$ cat src/rtl/core/lsfr_pkg.sv
// ----------------------------------------------------------------------------
// LIN slave frame receiver package
// Shared types, codes, constants and checksum and parity helpers for the receiver.
// ----------------------------------------------------------------------------
package lsfr_pkg;

   typedef enum logic [2:0] {
      PH_IDLE  = 3'd0,
      PH_SYNC  = 3'd1,
      PH_IDENT = 3'd2,
      PH_DATA  = 3'd3,
      PH_CHECK = 3'd4
   } phase_type;

   typedef enum logic [2:0] {
      EV_FRAME_OK     = 3'd0,
      EV_RESPONSE     = 3'd1,
      EV_SYNC_ERR     = 3'd2,
      EV_PARITY_ERR   = 3'd3,
      EV_CHECKSUM_ERR = 3'd4
   } event_type;

   localparam logic [1:0] REG_CMD_ID      = 2'd0;
   localparam logic [1:0] REG_RSP_ID      = 2'd1;
   localparam logic [1:0] REG_RSP_PAYLOAD = 2'd2;
   localparam logic [1:0] REG_ENHANCED    = 2'd3;

   localparam logic [5:0] CMD_ID_RESET = 6'h31;
   localparam logic [5:0] RSP_ID_RESET = 6'h32;

   localparam logic [7:0] SYNC_BYTE  = 8'h55;
   localparam logic [7:0] ID_MASK    = 8'h3F;
   localparam logic [7:0] CKSUM_GOOD = 8'hFF;

   localparam int MAX_BYTES = 8;

   typedef struct packed {
      logic [5:0]  cmd_id;
      logic [5:0]  rsp_id;
      logic [63:0] rsp_payload;
      logic        enhanced;
   } cfg_type;

   typedef struct packed {
      event_type   kind;
      logic [5:0]  frame_ident;
      logic [7:0]  protected_ident;
      logic [63:0] payload;
   } result_type;

   function automatic logic [7:0] carry_add(input logic [7:0] a, input logic [7:0] b);
      logic [8:0] s;
      s = {1'b0, a} + {1'b0, b};
      return s[8] ? (s[7:0] + 8'd1) : s[7:0];
   endfunction

   function automatic logic [7:0] protect_id(input logic [5:0] id);
      logic p0;
      logic p1;
      p0 = id[0] ^ id[1] ^ id[2] ^ id[4];
      p1 = ~(id[1] ^ id[3] ^ id[4] ^ id[5]);
      return {p1, p0, id};
   endfunction

endpackage

$ cat src/rtl/core/lin_slave_frame_receiver.sv
// ----------------------------------------------------------------------------
// LIN slave frame receiver
// Decodes UART byte events into LIN frame results with checksum checking.
// ----------------------------------------------------------------------------
// Each request is one UART event; it is held in the input register, where the
// frame decoder acts on it, then the result (if any) is registered in the
// result register. A new request can be accepted every cycle; only a stalled
// result register holds the input back. Configuration writes are always ready
// and should be made only while no request is in flight.
module lin_slave_frame_receiver #(
   parameter int DATA_BYTES = 8
) (
   input  logic        clock,
   input  logic        reset,
   input  logic        req_valid,
   output logic        req_stall,
   input  logic [7:0]  req_rx_byte,
   input  logic        req_break_seen,
   input  logic        req_framing_error,
   output logic        rsp_valid,
   input  logic        rsp_stall,
   output logic [2:0]  rsp_event_kind,
   output logic [5:0]  rsp_frame_ident,
   output logic [7:0]  rsp_protected_ident,
   output logic [63:0] rsp_payload,
   input  logic        csr_valid,
   output logic        csr_ready,
   input  logic [1:0]  csr_index,
   input  logic [63:0] csr_wdata
);

   lsfr_pkg::cfg_type    cfg;
   lsfr_pkg::result_type res;
   lsfr_pkg::result_type rsp_item;
   logic                 res_valid;
   logic                 out_free;
   logic                 fire;
   logic                 accept;
   logic                 in_valid_ff;
   logic                 in_valid_in;
   logic [7:0]           byte_ff;
   logic                 break_ff;
   logic                 ferr_ff;

   assign fire        = in_valid_ff && out_free;
   assign req_stall   = in_valid_ff && !out_free;
   assign accept      = req_valid && !req_stall;
   assign in_valid_in = accept || (in_valid_ff && !fire);

   always_ff @(posedge clock) begin
      if (reset) begin
         in_valid_ff <= 1'b0;
      end else begin
         in_valid_ff <= in_valid_in;
      end
   end

   always_ff @(posedge clock) begin
      if (accept) begin
         byte_ff  <= req_rx_byte;
         break_ff <= req_break_seen;
         ferr_ff  <= req_framing_error;
      end
   end

   lsfr_csr u_csr (
      .clock     (clock),
      .reset     (reset),
      .csr_valid (csr_valid),
      .csr_index (csr_index),
      .csr_wdata (csr_wdata),
      .csr_ready (csr_ready),
      .cfg       (cfg)
   );

   lsfr_frame #(
      .DATA_BYTES (DATA_BYTES)
   ) u_frame (
      .clock         (clock),
      .reset         (reset),
      .fire          (fire),
      .rx_byte       (byte_ff),
      .break_seen    (break_ff),
      .framing_error (ferr_ff),
      .cfg           (cfg),
      .res_valid     (res_valid),
      .res           (res)
   );

   lsfr_out_stage u_out (
      .clock     (clock),
      .reset     (reset),
      .fire      (fire),
      .res_valid (res_valid),
      .res       (res),
      .rsp_stall (rsp_stall),
      .out_free  (out_free),
      .rsp_valid (rsp_valid),
      .rsp_item  (rsp_item)
   );

   assign rsp_event_kind      = rsp_item.kind;
   assign rsp_frame_ident     = rsp_item.frame_ident;
   assign rsp_protected_ident = rsp_item.protected_ident;
   assign rsp_payload         = rsp_item.payload;

endmodule

$ cat src/rtl/core/lsfr_csr.sv
// ----------------------------------------------------------------------------
// LIN receiver configuration registers
// Holds the command and response identifiers, response bytes and checksum mode.
// ----------------------------------------------------------------------------
module lsfr_csr (
   input  logic              clock,
   input  logic              reset,
   input  logic              csr_valid,
   input  logic [1:0]        csr_index,
   input  logic [63:0]       csr_wdata,
   output logic              csr_ready,
   output lsfr_pkg::cfg_type cfg
);

   lsfr_pkg::cfg_type cfg_ff;
   lsfr_pkg::cfg_type cfg_in;

   assign csr_ready = 1'b1;
   assign cfg       = cfg_ff;

   always_comb begin
      cfg_in = cfg_ff;
      if (csr_valid) begin
         unique case (csr_index)
            lsfr_pkg::REG_CMD_ID:      cfg_in.cmd_id      = csr_wdata[5:0];
            lsfr_pkg::REG_RSP_ID:      cfg_in.rsp_id      = csr_wdata[5:0];
            lsfr_pkg::REG_RSP_PAYLOAD: cfg_in.rsp_payload = csr_wdata;
            lsfr_pkg::REG_ENHANCED:    cfg_in.enhanced    = csr_wdata[0];
            default:                   cfg_in             = cfg_ff;
         endcase
      end
   end

   always_ff @(posedge clock) begin
      if (reset) begin
         cfg_ff.cmd_id      <= lsfr_pkg::CMD_ID_RESET;
         cfg_ff.rsp_id      <= lsfr_pkg::RSP_ID_RESET;
         cfg_ff.rsp_payload <= 64'd0;
         cfg_ff.enhanced    <= 1'b1;
      end else begin
         cfg_ff <= cfg_in;
      end
   end

endmodule

$ cat src/rtl/core/lsfr_frame.sv
// ----------------------------------------------------------------------------
// LIN receiver frame decoder
// Tracks the frame phase, checks parity and checksum, and forms the result.
// ----------------------------------------------------------------------------
module lsfr_frame #(
   parameter int DATA_BYTES = 8
) (
   input  logic                 clock,
   input  logic                 reset,
   input  logic                 fire,
   input  logic [7:0]           rx_byte,
   input  logic                 break_seen,
   input  logic                 framing_error,
   input  lsfr_pkg::cfg_type    cfg,
   output logic                 res_valid,
   output lsfr_pkg::result_type res
);

   localparam logic [3:0] CountLimit = 4'(DATA_BYTES);

   lsfr_pkg::phase_type phase_ff;
   lsfr_pkg::phase_type phase_in;
   logic [3:0]          count_ff;
   logic [3:0]          count_in;
   logic [7:0]          ident_ff;
   logic [7:0]          ident_in;
   logic [7:0]          sum_ff;
   logic [7:0]          sum_in;
   logic [7:0]          store_ff [lsfr_pkg::MAX_BYTES];
   logic                store_we;
   logic [3:0]          count_inc;
   logic                parity_ok;
   logic [5:0]          rx_id;
   logic [7:0]          partial_sum;
   logic [7:0]          total_sum;
   logic [63:0]         packed_data;
   logic                live;

   assign live      = !break_seen && !framing_error;
   assign rx_id     = rx_byte[5:0];
   assign parity_ok = lsfr_pkg::protect_id(rx_id) == rx_byte;
   assign count_inc = count_ff + 4'd1;

   assign partial_sum = cfg.enhanced ? lsfr_pkg::carry_add(sum_ff, ident_ff) : sum_ff;
   assign total_sum   = lsfr_pkg::carry_add(partial_sum, rx_byte);

   always_comb begin
      packed_data = 64'd0;
      for (int i = 0; i < lsfr_pkg::MAX_BYTES; i++) begin
         packed_data = {packed_data[55:0], (i < DATA_BYTES) ? store_ff[3'(i)] : 8'd0};
      end
   end

   always_comb begin
      phase_in = phase_ff;
      if (break_seen) begin
         phase_in = lsfr_pkg::PH_SYNC;
      end else if (!framing_error) begin
         unique case (phase_ff)
            lsfr_pkg::PH_IDLE: begin
               phase_in = (rx_byte == lsfr_pkg::SYNC_BYTE) ? lsfr_pkg::PH_SYNC
                                                           : lsfr_pkg::PH_IDLE;
            end
            lsfr_pkg::PH_SYNC: begin
               phase_in = (rx_byte == lsfr_pkg::SYNC_BYTE) ? lsfr_pkg::PH_IDENT
                                                           : lsfr_pkg::PH_IDLE;
            end
            lsfr_pkg::PH_IDENT: begin
               phase_in = (parity_ok && rx_id == cfg.cmd_id) ? lsfr_pkg::PH_DATA
                                                             : lsfr_pkg::PH_IDLE;
            end
            lsfr_pkg::PH_DATA: begin
               phase_in = (count_inc >= CountLimit) ? lsfr_pkg::PH_CHECK
                                                    : lsfr_pkg::PH_DATA;
            end
            lsfr_pkg::PH_CHECK: phase_in = lsfr_pkg::PH_IDLE;
            default:            phase_in = lsfr_pkg::PH_IDLE;
         endcase
      end
   end

   always_comb begin
      count_in  = count_ff;
      ident_in  = ident_ff;
      sum_in    = sum_ff;
      store_we  = 1'b0;
      res_valid = 1'b0;
      res.kind            = lsfr_pkg::EV_SYNC_ERR;
      res.frame_ident     = 6'd0;
      res.protected_ident = 8'd0;
      res.payload         = 64'd0;
      if (live) begin
         unique case (phase_ff)
            lsfr_pkg::PH_SYNC: begin
               res_valid = rx_byte != lsfr_pkg::SYNC_BYTE;
            end
            lsfr_pkg::PH_IDENT: begin
               res.frame_ident     = rx_id;
               res.protected_ident = rx_byte;
               if (!parity_ok) begin
                  res_valid = 1'b1;
                  res.kind  = lsfr_pkg::EV_PARITY_ERR;
               end else if (rx_id == cfg.cmd_id) begin
                  ident_in = rx_byte;
                  count_in = 4'd0;
                  sum_in   = 8'd0;
               end else if (rx_id == cfg.rsp_id) begin
                  res_valid   = 1'b1;
                  res.kind    = lsfr_pkg::EV_RESPONSE;
                  res.payload = cfg.rsp_payload;
               end
            end
            lsfr_pkg::PH_DATA: begin
               store_we = 1'b1;
               count_in = count_inc;
               sum_in   = lsfr_pkg::carry_add(sum_ff, rx_byte);
            end
            lsfr_pkg::PH_CHECK: begin
               res_valid           = 1'b1;
               res.kind            = (total_sum == lsfr_pkg::CKSUM_GOOD)
                                     ? lsfr_pkg::EV_FRAME_OK : lsfr_pkg::EV_CHECKSUM_ERR;
               res.frame_ident     = ident_ff[5:0];
               res.protected_ident = ident_ff;
               res.payload         = packed_data;
            end
            default: begin
               res_valid = 1'b0;
            end
         endcase
      end
   end

   always_ff @(posedge clock) begin
      if (reset) begin
         phase_ff <= lsfr_pkg::PH_IDLE;
         count_ff <= 4'd0;
         ident_ff <= 8'd0;
         sum_ff   <= 8'd0;
      end else if (fire) begin
         phase_ff <= phase_in;
         count_ff <= count_in;
         ident_ff <= ident_in;
         sum_ff   <= sum_in;
      end
   end

   always_ff @(posedge clock) begin
      if (fire && store_we) begin
         store_ff[count_ff[2:0]] <= rx_byte;
      end
   end

endmodule

$ cat src/rtl/core/lsfr_out_stage.sv
// ----------------------------------------------------------------------------
// LIN receiver result register
// Holds one result until the consumer takes it.
// ----------------------------------------------------------------------------
module lsfr_out_stage (
   input  logic                 clock,
   input  logic                 reset,
   input  logic                 fire,
   input  logic                 res_valid,
   input  lsfr_pkg::result_type res,
   input  logic                 rsp_stall,
   output logic                 out_free,
   output logic                 rsp_valid,
   output lsfr_pkg::result_type rsp_item
);

   logic                 valid_ff;
   logic                 valid_in;
   lsfr_pkg::result_type item_ff;

   assign out_free  = !valid_ff || !rsp_stall;
   assign valid_in  = out_free ? (fire && res_valid) : valid_ff;
   assign rsp_valid = valid_ff;
   assign rsp_item  = item_ff;

   always_ff @(posedge clock) begin
      if (reset) begin
         valid_ff <= 1'b0;
      end else begin
         valid_ff <= valid_in;
      end
   end

   always_ff @(posedge clock) begin
      if (out_free) begin
         item_ff <= res;
      end
   end

endmodule
$ cat config.mk
export PLATFORM = sky130hd
export DESIGN_NAME = lin_slave_frame_receiver
export DESIGN_NICKNAME = d
export VERILOG_FILES = /design/src/rtl/core/lsfr_pkg.sv /design/src/rtl/core/lin_slave_frame_receiver.sv /design/src/rtl/core/lsfr_csr.sv /design/src/rtl/core/lsfr_frame.sv /design/src/rtl/core/lsfr_out_stage.sv
export SDC_FILE = /design/constraint.sdc
export NUM_CORES = 1
export LEC_CHECK = 0
export BUFFER_PORTS_ARGS = -buffer_cell sky130_fd_sc_hd__buf_4
export CAP_MARGIN = 20
export CORE_AREA = 5 5 140 142
export CTS_BUF_LIST = sky130_fd_sc_hd__clkbuf_4
export CTS_CLUSTER_SIZE = 28
export DETAILED_ROUTE_END_ITERATION = 10
export DIE_AREA = 0 0 145 147
export PLACE_DENSITY = 0.82
export REMOVE_ABC_BUFFERS = 1
export SYNTH_ARGS = -nofsm -noshare
export SYNTH_HDL_FRONTEND = slang
export SYNTH_SLANG_ARGS = --single-unit
$ cat constraint.sdc
create_clock -name clock -period 6.65 [get_ports clock]
set_input_delay 0.665 -clock clock [delete_from_list [all_inputs] [get_ports clock]]
set_output_delay 0.665 -clock clock [all_outputs]
set_load 0.01 [all_outputs]
==> results.json <==
{
  "powerDensity_nw_per_um2": 248,
  "clock_latency_ps": 690,
  "post-route-min-period_ps": 4030,
  "wl_per_cell_um": 17.7,
  "cts_buffers": 60,
  "max_stage_delay_ps": 490,
  "yosys-top-cells-count": "163 x nand2_1, 149 x edfxtp_1, 102 x dfxtp_1",
  "ys_async_sr_fraction_pct": 0,
  "critPathMaxFanout": 4,
  "synth_top_area_cell": "edfxtp_1",
  "status": "complete, no violations",
  "grt_usage_pct": 22.2,
  "path_class": "flop to flop",
  "syn_avg_cell_area_um2": 11.7,
  "setup_viol": 0,
  "dp.cells": 1259,
  "grt.overflow.total": 0,
  "grt_pass1_wl_um": 38900,
  "ys_warn_count": 0,
  "vias_per_cell": 5.61,
  "drv_slew": 0,
  "ys_ff_latch": 251,
  "grt_use_met1_pct": 28.8,
  "slew_headroom_pct": 27.0,
  "routed_wl_um": 24300,
  "rsz0062_at_grt": "false",
  "irDropWorstVdd_v": 0.000144,
  "fmax_ghz": 0.248,
  "netlist-cell-type-count": 57,
  "clk_pin_slew_ps": 70,
  "io_buffers": 163,
  "setup-tns-final_ps": 0,
  "netlist.area_leader.share_pct": 42.0,
  "cts_max_path_buffers": 3,
  "cp_slowest_cell": "or3b_2",
  "die_y_um": 147,
  "place_area_um2": 12000,
  "drt_iter0_markers": 477,
  "io_pins": 165,
  "path_buf_inv": 0,
  "cts_setup_buffers": 0,
  "grt-busiest-layer": "met2",
  "dp.final_hpwl_um": 15700,
  "fillers": 1322,
  "seq_area_frac_synth_pct": 61.1,
  "globalRouteMet2Util_pct": 36.4,
  "cts_sinks": 251,
  "tightest_slew_ps": 1090,
  "worstPathCellList": "ha_1 > fa_1 > a211oi_1 > o21ai_0 > a31o_2 > nand2_1 > xnor2_1 > mux2_2 > ha_1 > a21oi_1 > o211ai_1 > or3b_2 > a31oi_1 > a21boi_0",
  "post-route-cell-area_um2": 12800,
  "syn2layout_area_growth_pct": 20.2,
  "synthCells": 908,
  "rows": 50,
  "postRouteAntennaNets": 0,
  "maxCapViolCount": 0,
  "arrival_ps": 4430,
  "holdBufCountCts": 0,
  "fin_nets": 1202,
  "die_area_um2": 21300,
  "ys.flop_type": "edfxtp_1",
  "drc": 0,
  "htree_levels": 2,
  "drive_above_1_share_pct": 25.7,
  "hp-class": "primary input to flop",
  "end_kind": "flop",
  "hold_viol": 0,
  "antenna_found_initial": 1,
  "critical-path-top-delay-family": "compound AO/OA/AOI/OAI gates",
  "cts_tree": "done",
  "worst_path_most_repeated_cell": "ha_1",
  "grt_max_degree": 80,
  "initial_core_util_pct": 58.2,
  "use_met3_pct": 5.46,
  "clock_skew_ps": 40.6,
  "fin_crit_sh_pct": 60.6,
  "synth_most_common_cell": "nand2_1",
  "vias": 7704,
  "place.gp.congestion": 0.890,
  "dr.pass1.iters": 6,
  "final_cells": 1374,
  "core-area_um2": 18300,
  "worstPathRequired_ps": 7050,
  "netlist_area_um2": 10700,
  "synthTopCellsByArea": "edfxtp_1 42%, dfxtp_1 19%, a22o_1 5.9%",
  "cts_resized": 0,
  "fin_util_pct": 69.9,
  "first_global_vias": 7758,
  "startpoint_type": "flop",
  "root_buffer": "clkbuf_4",
  "fp.dieW_um": 145,
  "synth-edff-count": 149,
  "p_leak_uw": 0.00531
}
[sequential cells by signal (all words and copies together), names as in the netlist]
register	flops
break_ff	1
u_out.rsp_item	75
in_valid_ff	1
u_frame.phase_ff	3
u_frame.ident_ff	8
u_frame.count_ff	4
u_out.rsp_valid	1
byte_ff	8
u_csr.cfg	77
u_frame.store_ff	64
u_frame.sum_ff	8
ferr_ff	1
[metal layers]
layer,part of all wire [%],vias to the layer above,wire (um)
met1,42,3649,10300
met4,2.6,0,631
li1,-,3695,-
met3,7.2,52,1750
met2,48,308,11700
met5,0,-,0
[cells by family after synthesis]
logic type               Yosys count  synth area share [%]
AND/OR/NAND/NOR                  278                  11.7
flip-flops                       251                  61.1
AO/OA/AOI/OAI                    201                  12.7
buffers and inverters             66                  3.33
XOR/XNOR                          49                  4.30
adder cells (fa/ha/maj)           33                  4.08
multiplexers                      29                  2.76
other                              1                0.0352
[path summary, 6_finish.rpt]
| path | cells past startpoint | end | from | slack [ps] |
|---|---|---|---|---|
| max reg2reg | 14 | u_out.rsp_item[80]$_SDFFCE_PN0P_ | u_frame.sum_ff[0]$_SDFFE_PP0P_ | 2620 |
| max | 14 | u_out.rsp_item[80]$_SDFFCE_PN0P_ | u_frame.sum_ff[0]$_SDFFE_PP0P_ | 2620 |
| min | 1 | byte_ff[2]$_DFFE_PP_ | req_rx_byte[2] | 180 |
| min reg2reg | 2 | u_csr.cfg[40]$_SDFFE_PP0P_ | u_csr.cfg[40]$_SDFFE_PP0P_ | 450 |
[area by class of cell]
class                   instances  area, um^2  share of cell area (%)
clock inverters                20         141                    1.10
multi-input cells             591        3810                    29.7
diodes                          1        2.50                  0.0195
repair buffers                176        1320                    10.3
well taps                     234         293                    2.29
flip-flops and latches        251        6520                    50.9
inverters                       8        30.0                   0.234
clock buffers                  93         698                    5.45
[power by group]
group / internal (uW) / switching, uW / leakage [uW]
Combinational: 79.2 / 90.5 / 0.00239
Sequential: 1660 / 32.7 / 0.00242
Clock: 720 / 591 / 0.000500
Total: 2460 / 714 / 0.00531
[worst register-to-register path: stages, from the launching register on]
cell      delay (ps)
dfxtp_1          350
ha_1             230
fa_1             400
a211oi_1         340
o21ai_0          150
a31o_2           300
nand2_1          110
xnor2_1           70
mux2_2           270
ha_1             320
a21oi_1          110
o211ai_1         340
or3b_2           490
a31oi_1          190
a21boi_0         100
[cell usage in the layout (no fill, tap or decap), types with 6 or more instances in the layout]
| cell type | count |
|---|---|
| buf_4 | 175 |
| nand2_1 | 162 |
| edfxtp_1 | 149 |
| dfxtp_1 | 102 |
| clkbuf_4 | 93 |
| a21oi_1 | 90 |
| a22o_1 | 72 |
| nor2_1 | 39 |
| ha_1 | 30 |
| xnor2_1 | 26 |
| mux2i_1 | 26 |
| xor2_1 | 21 |
| nand3_1 | 17 |
| clkinv_1 | 12 |
| o21ai_0 | 10 |
| inv_1 | 8 |
| and3_1 | 8 |
| nand4_1 | 7 |
| nor3b_1 | 7 |
| nand2b_1 | 6 |
[per-stage QoR]
| step | hold WS [ps] | setup WS, ps | power (uW) |
|---|---|---|---|
| 4_1_cts | 122 | 2660 | 3200 |
| 3_5_place_dp | 446 | 2650 | 1900 |
| 6_report | 177 | 2620 | 3180 |
| 3_3_place_gp | 441 | 2780 | 1890 |
| 2_1_floorplan | 430 | 2350 | 1810 |
| 5_1_grt | 109 | 2440 | 3320 |
Power figures use the tool's default switching activity.
